<file path="config.mk">
export PLATFORM = sky130hd
export DESIGN_NAME = dda_grid_raycast_column
export DESIGN_NICKNAME = d
export VERILOG_FILES = /design/src/design/dgrc_pkg.sv /design/src/design/dgrc_div.sv /design/src/design/dda_grid_raycast_column.sv
export SDC_FILE = /design/constraint.sdc
export NUM_CORES = 2
export LEC_CHECK = 0
export ABC_AREA = 1
export BUFFER_PORTS_ARGS = -buffer_cell sky130_fd_sc_hd__buf_2
export CORE_MARGIN = 1
export CORE_UTILIZATION = 35
export CTS_BUF_LIST = sky130_fd_sc_hd__clkbuf_2 sky130_fd_sc_hd__clkbuf_4 sky130_fd_sc_hd__clkbuf_8
export DETAILED_ROUTE_END_ITERATION = 8
export GPL_ROUTABILITY_DRIVEN = 0
export HOLD_SLACK_MARGIN = 0.08
export PLACE_DENSITY_LB_ADDON = 0.1
export SLEW_MARGIN = 40
export SYNTH_ARGS = -nofsm -noshare
export SYNTH_HDL_FRONTEND = slang
export SYNTH_HIERARCHICAL = 1
export SYNTH_SLANG_ARGS = --single-unit
</file>
<file path="constraint.sdc">
create_clock -name clk -period 18.2 [get_ports clk]
set_input_delay 1.82 -clock clk [delete_from_list [all_inputs] [get_ports clk]]
set_output_delay 1.82 -clock clk [all_outputs]
set_load 0.1 [all_outputs]
</file>
<file path="src/design/dgrc_pkg.sv">
// Package for the column ray caster: payload structs, fixed-point constants
// and register indexes. No dependencies.
package dgrc_pkg;

	localparam int MAP_SIDE_DEF = 16;
	localparam int SCREEN_COLUMNS_DEF = 320;
	localparam int SCREEN_ROWS_DEF = 240;
	localparam int CFG_IDX_W = 2;

	localparam logic [CFG_IDX_W-1:0] REG_MAP_A = 2'd0;
	localparam logic [CFG_IDX_W-1:0] REG_MAP_B = 2'd1;
	localparam logic [CFG_IDX_W-1:0] REG_MAP_C = 2'd2;
	localparam logic [CFG_IDX_W-1:0] REG_MAP_D = 2'd3;

	typedef struct packed {
		logic [8:0]         column;
		logic [15:0]        pos_x;
		logic [15:0]        pos_y;
		logic signed [15:0] view_dir_x;
		logic signed [15:0] view_dir_y;
		logic signed [15:0] plane_x;
		logic signed [15:0] plane_y;
	} ray_req_t;

	typedef struct packed {
		logic [8:0]  out_column;
		logic [7:0]  span_start;
		logic [7:0]  span_end;
		logic        side_hit;
		logic [3:0]  cell_x;
		logic [3:0]  cell_y;
		logic [15:0] perp_distance;
		logic [7:0]  shade_red;
		logic        escaped;
	} ray_res_t;

	// Handshake between the sequencer and the shared divider.
	typedef struct packed {
		logic start;
	} div_ctl_t;

	typedef struct packed {
		logic busy;
		logic done;
	} div_sts_t;

endpackage

</file>
<file path="src/design/dgrc_div.sv">
// Shared restoring divider, one quotient bit per cycle.
// Depends on dgrc_pkg.
module dgrc_div #(
	parameter int NW = 47,
	parameter int DW = 32
) (
	input  logic                 clk,
	input  logic                 arst_n,
	input  dgrc_pkg::div_ctl_t   ctl,
	input  logic [NW-1:0]        num,
	input  logic [DW-1:0]        den,
	output dgrc_pkg::div_sts_t   sts,
	output logic [NW-1:0]        quo
);
	localparam int CW = $clog2(NW + 1);

	logic [NW-1:0] quo_q;
	logic [DW:0]   rem_q;
	logic [CW-1:0] cnt_q;
	logic          busy_q;
	logic          done_q;
	logic [DW:0]   trial;
	logic [DW:0]   den_ext;

	assign den_ext = {1'b0, den};
	assign trial = {rem_q[DW-1:0], quo_q[NW-1]};

	// Shift in one numerator bit, subtract the divisor when it fits.
	always_ff @(posedge clk or negedge arst_n) begin
		if (!arst_n) begin
			busy_q <= 1'b0;
			done_q <= 1'b0;
			cnt_q <= '0;
		end else begin
			done_q <= 1'b0;
			if (ctl.start) begin
				busy_q <= 1'b1;
				cnt_q <= CW'(NW);
			end else if (busy_q) begin
				cnt_q <= cnt_q - 1'b1;
				if (cnt_q == CW'(1)) begin
					busy_q <= 1'b0;
					done_q <= 1'b1;
				end
			end
		end
	end

	always_ff @(posedge clk) begin
		if (ctl.start) begin
			quo_q <= num;
			rem_q <= '0;
		end else if (busy_q) begin
			if (trial >= den_ext) begin
				rem_q <= trial - den_ext;
				quo_q <= {quo_q[NW-2:0], 1'b1};
			end else begin
				rem_q <= trial;
				quo_q <= {quo_q[NW-2:0], 1'b0};
			end
		end
	end

	assign sts.busy = busy_q;
	assign sts.done = done_q;
	assign quo = quo_q;
endmodule

</file>
<file path="src/design/dda_grid_raycast_column.sv">
// Column ray caster: one request is a screen column plus camera, one result
// is the wall slice for that column. The block handles one request at a time.
// Setup passes ST_CAM, ST_RX, ST_RY and ST_INIT, then each DDA cell step runs
// ST_MUL1, ST_MUL2 and ST_STEP: one shared 32x18 multiplier forms each cross
// product of the step compare, then the step is taken and tested. A ray leaves
// the grid within about 32 steps, and the guard stops the walk at 64. An escaped
// ray goes from ST_DDIV straight to ST_SPAN. A hit adds two passes of the shared
// bit-serial divider, wall distance and then line height; each pass forms 47
// quotient bits. ST_SPAN finishes the slice, and the block then returns to idle
// before the next request is taken. A result waits in an output register, and
// the next request can be taken meanwhile. A newer slice waits to finish until
// the older one has gone.
module dda_grid_raycast_column #(
	parameter int MAP_SIDE = dgrc_pkg::MAP_SIDE_DEF,
	parameter int SCREEN_COLUMNS = dgrc_pkg::SCREEN_COLUMNS_DEF,
	parameter int SCREEN_ROWS = dgrc_pkg::SCREEN_ROWS_DEF
) (
	input  logic                clk,
	input  logic                arst_n,
	input  logic                in_valid,
	output logic                in_ready,
	input  dgrc_pkg::ray_req_t  in_data,
	output logic                out_valid,
	input  logic                out_ready,
	output dgrc_pkg::ray_res_t  out_data,
	input  logic                cfg_we,
	input  logic [dgrc_pkg::CFG_IDX_W-1:0] cfg_index,
	input  logic [63:0]         cfg_data
);
	localparam int NW = 47;
	localparam int DW = 32;
	localparam int GUARD = 4 * MAP_SIDE;
	localparam int GW = $clog2(GUARD + 1);
	localparam int ROW_HALF = SCREEN_ROWS / 2;
	localparam logic [NW-1:0] HNUM = NW'(SCREEN_ROWS * 2048);
	// Reciprocal of the column count, exact for numerators below 2^24.
	localparam int CAM_L = $clog2(SCREEN_COLUMNS);
	localparam int CAM_S = 24 + CAM_L;
	localparam longint CAM_R =
		((longint'(1) <<< CAM_S) + longint'(SCREEN_COLUMNS) - 1) / longint'(SCREEN_COLUMNS);

	typedef enum logic [3:0] {
		ST_IDLE, ST_CAM, ST_RX, ST_RY, ST_INIT, ST_MUL1, ST_MUL2,
		ST_STEP, ST_DDIV, ST_DWAIT, ST_HDIV, ST_HWAIT, ST_SPAN
	} state_t;

	state_t state_q;
	dgrc_pkg::ray_req_t req_q;
	dgrc_pkg::ray_res_t res_q;
	logic out_valid_q;
	logic span_go;
	logic [63:0] map_q [4];

	logic signed [16:0] cam_q;
	logic signed [31:0] rx_q, ry_q;
	logic [31:0] ax_q, ay_q;
	logic signed [5:0] mx_q, my_q;
	logic [17:0] tx_q, ty_q;
	logic [GW-1:0] guard_q;
	logic side_q;
	logic [49:0] prod_q;
	logic [15:0] dist_q;
	logic [16:0] h_q;
	logic state_esc_q;

	// Shared multiplier operands.
	logic [31:0] mul_a;
	logic [17:0] mul_b;
	logic [49:0] mul_p;
	logic signed [33:0] smul_p;
	logic signed [16:0] sm_a;
	logic signed [16:0] sm_b;

	dgrc_pkg::div_ctl_t div_ctl;
	dgrc_pkg::div_sts_t div_sts;
	logic [NW-1:0] div_num, div_quo;
	logic [DW-1:0] div_den;

	// Configuration writes.
	always_ff @(posedge clk or negedge arst_n) begin
		if (!arst_n) begin
			for (int i = 0; i < 4; i++) map_q[i] <= '0;
		end else if (cfg_we) begin
			map_q[cfg_index] <= cfg_data;
		end
	end

	// Camera coordinate: floor(2*col*2^14/COLUMNS) - 2^14 by reciprocal
	// multiplication, done once per request.
	logic [34:0] cam_prod;
	logic [16:0] cam_div;
	assign cam_prod = 35'(req_q.column) * 35'(CAM_R);
	assign cam_div = 17'(cam_prod >> (CAM_S - 15));

	// Signed multiplier for ray direction, unsigned for the step compare.
	assign smul_p = sm_a * sm_b;
	assign mul_p = mul_a * mul_b;

	always_comb begin
		sm_a = 17'sd0;
		sm_b = 17'sd0;
		mul_a = '0;
		mul_b = '0;
		if (state_q == ST_RX) begin
			sm_a = 17'(req_q.plane_x);
			sm_b = cam_q;
		end else if (state_q == ST_RY) begin
			sm_a = 17'(req_q.plane_y);
			sm_b = cam_q;
		end
		if (state_q == ST_MUL1) begin
			mul_a = ay_q;
			mul_b = tx_q;
		end else begin
			mul_a = ax_q;
			mul_b = ty_q;
		end
	end

	// Wall lookup for the current cell.
	logic wall;
	logic [63:0] wword;
	logic [5:0] wbit;
	assign wword = map_q[mx_q[3:2]];
	assign wbit = {mx_q[1:0], my_q[3:0]};
	assign wall = wword[wbit];

	logic in_grid;
	assign in_grid = (mx_q >= 0) && (mx_q < 6'(MAP_SIDE)) &&
		(my_q >= 0) && (my_q < 6'(MAP_SIDE));

	logic signed [5:0] nmx, nmy;
	assign nmx = rx_q[31] ? mx_q - 6'sd1 : mx_q + 6'sd1;
	assign nmy = ry_q[31] ? my_q - 6'sd1 : my_q + 6'sd1;

	logic [16:0] hh;
	assign hh = h_q >> 1;

	// A finished slice may enter the output register once it is free.
	assign span_go = !out_valid_q || out_ready;

	// Main sequencer and result valid flag.
	always_ff @(posedge clk or negedge arst_n) begin
		if (!arst_n) begin
			state_q <= ST_IDLE;
			out_valid_q <= 1'b0;
		end else begin
			if (state_q == ST_SPAN && span_go) out_valid_q <= 1'b1;
			else if (out_ready) out_valid_q <= 1'b0;
			case (state_q)
				ST_IDLE: if (in_valid) state_q <= ST_CAM;
				ST_CAM: state_q <= ST_RX;
				ST_RX: state_q <= ST_RY;
				ST_RY: state_q <= ST_INIT;
				ST_INIT: state_q <= ST_MUL1;
				ST_MUL1: state_q <= ST_MUL2;
				ST_MUL2: state_q <= ST_STEP;
				ST_STEP: begin
					if (!in_grid || wall || guard_q == GW'(GUARD)) state_q <= ST_DDIV;
					else state_q <= ST_MUL1;
				end
				ST_DDIV: state_q <= (!in_grid || !wall) ? ST_SPAN : ST_DWAIT;
				ST_DWAIT: if (div_sts.done) state_q <= ST_HDIV;
				ST_HDIV: state_q <= ST_HWAIT;
				ST_HWAIT: if (div_sts.done) state_q <= ST_SPAN;
				ST_SPAN: if (span_go) state_q <= ST_IDLE;
				default: state_q <= ST_IDLE;
			endcase
		end
	end

	// Datapath registers.
	always_ff @(posedge clk) begin
		case (state_q)
			ST_IDLE: begin
				req_q <= in_data;
				guard_q <= '0;
				side_q <= 1'b0;
			end
			ST_CAM: cam_q <= 17'(cam_div) - 17'd16384;
			ST_RX: rx_q <= 32'(signed'(req_q.view_dir_x)) * 32'sd16384 + 32'(smul_p);
			ST_RY: ry_q <= 32'(signed'(req_q.view_dir_y)) * 32'sd16384 + 32'(smul_p);
			ST_INIT: begin
				ax_q <= rx_q[31] ? 32'(-rx_q) : 32'(rx_q);
				ay_q <= ry_q[31] ? 32'(-ry_q) : 32'(ry_q);
				mx_q <= 6'({2'b00, req_q.pos_x[15:12]});
				my_q <= 6'({2'b00, req_q.pos_y[15:12]});
				tx_q <= rx_q[31] ? 18'({6'd0, req_q.pos_x[11:0]}) :
					18'(17'd4096 - 17'({5'd0, req_q.pos_x[11:0]}));
				ty_q <= ry_q[31] ? 18'({6'd0, req_q.pos_y[11:0]}) :
					18'(17'd4096 - 17'({5'd0, req_q.pos_y[11:0]}));
			end
			ST_MUL1: prod_q <= mul_p;
			ST_MUL2: begin
				guard_q <= guard_q + 1'b1;
				if (prod_q < mul_p) begin
					mx_q <= nmx;
					tx_q <= tx_q + 18'd4096;
					side_q <= 1'b0;
				end else begin
					my_q <= nmy;
					ty_q <= ty_q + 18'd4096;
					side_q <= 1'b1;
				end
			end
			ST_DDIV: begin
				dist_q <= 16'hFFFF;
			end
			ST_DWAIT: begin
				if (div_sts.done) begin
					if (div_den == '0 || div_quo > NW'(16'hFFFF)) dist_q <= 16'hFFFF;
					else dist_q <= div_quo[15:0];
				end
			end
			ST_HWAIT: begin
				if (div_sts.done) begin
					if (dist_q == '0 || div_quo > NW'(16'hFFFF)) h_q <= 17'hFFFF;
					else h_q <= div_quo[16:0];
				end
			end
			ST_SPAN: if (span_go) begin
				res_q.out_column <= req_q.column;
				res_q.side_hit <= side_q;
				if (state_esc_q) begin
					res_q.span_start <= '0;
					res_q.span_end <= '0;
					res_q.cell_x <= '0;
					res_q.cell_y <= '0;
					res_q.perp_distance <= 16'hFFFF;
					res_q.shade_red <= '0;
					res_q.escaped <= 1'b1;
				end else begin
					res_q.span_start <= (hh > 17'(ROW_HALF)) ? 8'd0 :
						8'(17'(ROW_HALF) - hh);
					res_q.span_end <= (hh + 17'(ROW_HALF) >= 17'(SCREEN_ROWS)) ?
						8'(SCREEN_ROWS - 1) : 8'(hh + 17'(ROW_HALF));
					res_q.cell_x <= mx_q[3:0];
					res_q.cell_y <= my_q[3:0];
					res_q.perp_distance <= dist_q;
					res_q.shade_red <= dist_q[15] ? 8'd0 :
						((16'h8000 - dist_q) > 16'h7FFF) ? 8'hFF :
						8'((16'h8000 - dist_q) >> 7);
					res_q.escaped <= 1'b0;
				end
			end
			default: ;
		endcase
	end

	// Escape flag, set when the walk ends outside the grid or without a hit.
	always_ff @(posedge clk) begin
		if (state_q == ST_DDIV) state_esc_q <= !in_grid || !wall;
	end

	// Divider operands: wall distance first, then line height.
	logic [17:0] t_sel;
	assign t_sel = (side_q ? ty_q : tx_q) - 18'd4096;
	always_comb begin
		div_ctl.start = (state_q == ST_DDIV && in_grid && wall) || (state_q == ST_HDIV);
		if (state_q == ST_HDIV || state_q == ST_HWAIT) begin
			div_num = HNUM;
			div_den = 32'(dist_q);
		end else begin
			div_num = NW'({t_sel[11:0], 27'd0}) | NW'({t_sel[17:12], 39'd0});
			div_den = side_q ? ay_q : ax_q;
		end
	end

	dgrc_div #(.NW(NW), .DW(DW)) u_div (
		.clk(clk), .arst_n(arst_n), .ctl(div_ctl),
		.num(div_num), .den(div_den), .sts(div_sts), .quo(div_quo)
	);

	assign in_ready = (state_q == ST_IDLE);
	assign out_valid = out_valid_q;
	assign out_data = res_q;
endmodule

</file>
# Word-level counts from Yosys, hierarchy flattened
# Index checks and enable logic that the tools add are counted.
# word_totals
elab_cells,202
output_inout_bits,61
inputBits,176
reg_bits,797
# classes
n_eq_ne,20
reduce_logical,35
mux,62
bitwise_logic,3
multipliers,3
order_cmp,14
addsub,20
# op_table
cell,count
bitwise mux 256 bit,1
2-to-1 mux 64 bit,3
binary-select mux 64 bit (select 2 bit),1
demux 64 bit (select 2 bit),1
2-to-1 mux 32 bit,4
2-to-1 mux 18 bit,6
2-to-1 mux 47 bit,2
one-hot mux 18 bit (2 select lines),2
2-to-1 mux 17 bit,4
adder 30 x 32 -> 32 bit,2
negator 32 bit,2
2-to-1 mux 31 bit,2
one-hot mux 4 bit (13 select lines),1
< comparator 50 bit,1
multiplier 32 x 18 -> 50 bit,1
greater-than comparator 47 x 16 -> 1 bit (second input constant),1
2-to-1 mux 45 bit,1
OR 39 x 45 -> 45 bit,1
adder 18 x 13 -> 18 bit (second input constant),2
2-to-1 mux 6 bit,6
>= comparator 33 x 32 -> 1 bit,1
multiplier 9 x 24 -> 33 bit (second input constant),1
zero test 32 bit,1
multiplier 17 x 17 -> 32 bit,1
47 further kinds,109

# Depth between registers and ports, before layout
# depth
ltp_word,10
depth_mapped,46
depth_no_buf,44

# By module
# The synthesis kept the hierarchy.
# by_module_without_submodules
module,seq_area_each_um2,instances,area_each_um2,cells_per_inst
dda_grid_raycast_column,19984.2,1,63663.6,7210
dgrc_div,2252.2,1,6647.6,1048

# Worst setup path after synthesis
# OpenSTA, ideal clock, no wires.
# synth_timing
path_kind,register to register
from,register state_q[1]
to,"register mx_q[0], enable pin"
slack_ps,8950
required_ps,17818
path_buffers,2
path_stages_with_launch,40
arrival_time_ps,8867
setup_time_ps,382
cell_sequence,dfrtp_1 > buf_2 > nor2_1 > nand2_2 > inv_1 > or2_2 > o21ai_0 > inv_1 > clkbuf_1 > nand2_1 > fa_1 > inv_1 > fa_1 > fa_1 > fa_1 > fa_1 > inv_1 > fa_1 > [... 4 more ...] > a21oi_1 > o221ai_1 > nor2_1 > nand2_1 > a21oi_1 > inv_2 > nand2_1 > nand2_1 > or2_0 > nand2_1 > ha_1 > a21oi_1 > o21ai_0 > a21oi_1 > o221ai_1 > a21oi_1 > nand2_1 > o21ai_1
# synth_via
elab_chain_cells,6
word_cells_on_any_way,10
# synth_lines
element,line,source
start: declaration,dda_grid_raycast_column.sv:47,state_t state_q;
start signal: assignment,dda_grid_raycast_column.sv:162,ST_DDIV: state_q <= (!in_grid || !wall) ? ST_SPAN : ST_DWAIT;
equality test 4 x 3 -> 1 bit,dda_grid_raycast_column.sv:111,if (state_q == ST_MUL1) begin
2-to-1 mux 32 bit or 2-to-1 mux 18 bit (tied branches),dda_grid_raycast_column.sv:111,
multiplier 32 x 18 -> 50 bit,dda_grid_raycast_column.sv:97,assign mul_p = mul_a * mul_b;
< comparator 50 bit,dda_grid_raycast_column.sv:196,if (prod_q < mul_p) begin
!= test 2 bit (no source line),n/a,
AND reduction 2 bit (no source line) *,n/a,
end signal: assignment,dda_grid_raycast_column.sv:186,"mx_q <= 6'({2'b00, req_q.pos_x[15:12]});"
end signal: assignment,dda_grid_raycast_column.sv:197,mx_q <= nmx;
end: declaration,dda_grid_raycast_column.sv:57,"logic signed [5:0] mx_q, my_q;"
# Every way passes the cells marked *; elsewhere a longest branch is shown, timed or not.
# A chain may end at the register's enable or synchronous reset.

# Final worst setup path
# layout_timing
from,register state_q[0]
to,"register my_q[2], enable pin"
# layout_via
elab_chain_cells,6
word_cells_on_any_way,10
# layout_lines
element,line,source
equality test 4 x 3 -> 1 bit,dda_grid_raycast_column.sv:111,
2-to-1 mux 32 bit or 2-to-1 mux 18 bit (tied branches),dda_grid_raycast_column.sv:111,
multiplier 32 x 18 -> 50 bit,dda_grid_raycast_column.sv:97,
< comparator 50 bit,dda_grid_raycast_column.sv:196,
!= test 2 bit (no source line),n/a,
AND reduction 2 bit (no source line) *,n/a,
end signal: assignment,dda_grid_raycast_column.sv:187,"my_q <= 6'({2'b00, req_q.pos_y[15:12]});"
end signal: assignment,dda_grid_raycast_column.sv:201,my_q <= nmy;
end: declaration,dda_grid_raycast_column.sv:57,
# Marks and branches as above.

==> summary.txt <==
Run status
  • Result of the run: complete, no violations

Global route
  • Global-route usage over all layers: 0.221
  • Wire length of the first global-routing pass: ~340000 um
  • Congestion Overflow GR: 0
  • Largest net degree at the start of global routing: 106
  • Via count of the first global-routing pass: 57100
  • Number of antenna violations at the first check in global routing: 9

STA
  • Max_slew headroom: 0.391
  • Worst setup slack after layout: 7.58 ns
  • Unrepaired setup endpoints after global routing: no
  • Final-report hold violation count: 0
  • Final count of pins violating max slew: 0
  • Number of setup violations in the final report: 0
  • Shortest clock period the worst path allows after layout: 10.62 ns
  • Hold WS: 0.470 ns
  • Slew of the pin with the lowest slew margin: 0.909 ns
  • Total negative slack for setup checks: 0 ns
  • Final clock period utilization by the worst path: 0.583
  • Fmax: 0.0942 GHz
  • Post-Route Skew: 0.0972 ns

Place
  • Worst setup slack after placement: 7.20 ns
  • Number of I/O port buffers: 236
  • HPWL after DPL: 174000 um

Die
  • Initial Util: 0.352
  • Horiz. Die Dim: 450 um
  • Core Footprint: between 0.15 and 0.2 sq mm
  • Die area: 0.203 sq mm
  • Number of rows in the core area: 164
  • Top-level port count: 237
  • Die height: 450 um

Routing
  • Antenna violation net count after detailed routing: 0
  • Detailed-route wire length per cell: 19.8 um
  • Drt first pass iters: 6
  • Detailed-route DRC error count: 0
  • Total Routed Length: ~220000 um
  • First-iteration detailed-routing DRC count: 3213
  • Post-detailed-route via-to-cell ratio: 4.86
  • Total number of vias: 54800

Clock network
  • TritonCTS clock tree: built
  • Number of buffers created by CTS: 154
  • Number of buffers inserted by hold repair at cts: 0
  • TritonCTS Sinks: 796
  • Clock Tree Buf Depth: 3
  • Clk Latency, worst-skew pair: 0.94 ns
  • Clock-pin slew on the worst setup and hold paths: approximately 0.06 ns
  • Post-CTS Setup Repair Bufs: 0
  • CTS-repair resized insts: 0
  • CTS H-tree lvls: 4
  • Cell at the root of the clock tree: clkbuf_8

Critical path
  • Reg2reg path depth: 31
  • Most numerous cell on the critical path: fa_1
  • Slowest stage cell on the critical path: clkinv_1
  • Maximum cell stage delay along the critical path: between 0.7 and 0.8 ns
  • Setup CP Type: reg -> reg
  • RR Endpoint: my_q[2]$_DFFE_PP_
  • Startpoint of the worst setup timing path: state_q[0]$_DFFE_PN0P_
  • CP Max Fanout: 31
  • Slack of the worst reg-to-reg path: 7.58 ns
  • Endpoint of the most critical setup path: my_q[2]$_DFFE_PP_
  • Reg2Reg Launch Point: state_q[0]$_DFFE_PN0P_
  • Crit path launch type: flip-flop
  • Critical Path AT: 11.18 ns
  • Required @ worst endpoint: 18.77 ns
  • Endpoint kind of the worst setup timing path: flip-flop

Final layout
  • Fill count: 20600
  • Proportion of layout cells with a drive suffix above 1: 0.0863
  • Layout net count: 9848
  • Area Overhead vs Synth: 11.2%

Synth
  • Number of warnings reported in the yosys synthesis log: 6
  • Mean instance size in the synthesized netlist: approximately 8.5 sq um
  • Post-Syn Instances: between 8000 and 9000
  • Area of the mapped netlist: 0.0703 sq mm

Worst hold path
  • Hold Crit Class: reg -> reg

Run
  • Max-capacitance violation count: 0
## state kept, by name, indices dropped and copies added, names as in the netlist, 32 cells and up
signal / count
map_q: 256
rx_q: 32
out_data: 59
ax_q: 32
ry_q: 32
req_q: 105
u_div/rem_q: 32
u_div/quo: 47
ay_q: 32
prod_q: 50
## layer usage
metal,share of wire,vias up,track usage
met3,0.040,317,0.0272
li1,-,26100,-
met5,0.00021,-,0
met4,0.036,8,0.0797
met1,0.43,27100,0.283
met2,0.49,1256,0.382
## through the flow
step | instance area [sq um] | utilization | cells
after floorplan | 70400 | - | 8282
after global placement | 74600 | 0.374 | 11000
after detailed placement | 74800 | 0.375 | 11000
after CTS | 78200 | 0.391 | 11300
after global routing | 78200 | 0.392 | 11300
final | 78200 | 0.392 | 11300
## worst min-delay path by stage
stage	endpoint	start	cells past startpoint
after floorplan	out_data[33]$_DFFE_PP_	side_q$_DFFE_PP_	0
after global routing	u_div/rem_q[1]$_SDFFE_PP0P_	u_div/rem_q[1]$_SDFFE_PP0P_	2
after global placement	u_div/rem_q[20]$_SDFFE_PP0P_	u_div/rem_q[20]$_SDFFE_PP0P_	2
final	u_div/rem_q[14]$_SDFFE_PP0P_	u_div/rem_q[14]$_SDFFE_PP0P_	2
after detailed placement	u_div/rem_q[18]$_SDFFE_PP0P_	u_div/rem_q[18]$_SDFFE_PP0P_	2
after CTS	u_div/rem_q[14]$_SDFFE_PP0P_	u_div/rem_q[14]$_SDFFE_PP0P_	2
## critical path, delay by kind of cell, from the launching register on
kind                     cells  cell delay (ns)
buffers and inverters        5             1.09
flip-flops                   1             0.45
AND/OR/NAND/NOR             12             2.86
AO/OA/AOI/OAI                5             1.82
adder cells (fa/ha/maj)      8             3.77
XOR/XNOR                     1             0.24
## area by class of cell
cell class / instances / area [sq um] / share of cell area
Antenna cell: 3 / 7.51 / 0.0000960
Clock buffer: 228 / 2800 / 0.0358
Clock inverter: 58 / 538 / 0.00688
Inverter: 1575 / 5920 / 0.0757
Multi-Input combinational cell: 5627 / 41300 / 0.528
Sequential cell: 796 / 22200 / 0.284
Tap cell: 2656 / 3320 / 0.0425
Timing Repair Buffer: 339 / 2120 / 0.0271
## cells in the final DEF, fill, tap and decap left out, types with 82 or more instances in the layout
| master | n |
|---|---|
| buf_2 | 235 |
| nand2_1 | 2072 |
| edfxtp_1 | 495 |
| dfrtp_1 | 269 |
| clkbuf_8 | 174 |
| o21ai_0 | 420 |
| xor2_1 | 109 |
| buf_4 | 82 |
| nand3_1 | 384 |
| fa_1 | 782 |
| xnor2_1 | 97 |
| inv_1 | 1527 |
| ha_1 | 396 |
| nor2_1 | 634 |
| a21oi_1 | 250 |
Power is left out: the tool's default activity adds up to more than one toggle a clock period on the data nets, which glitch-free logic cannot reach.
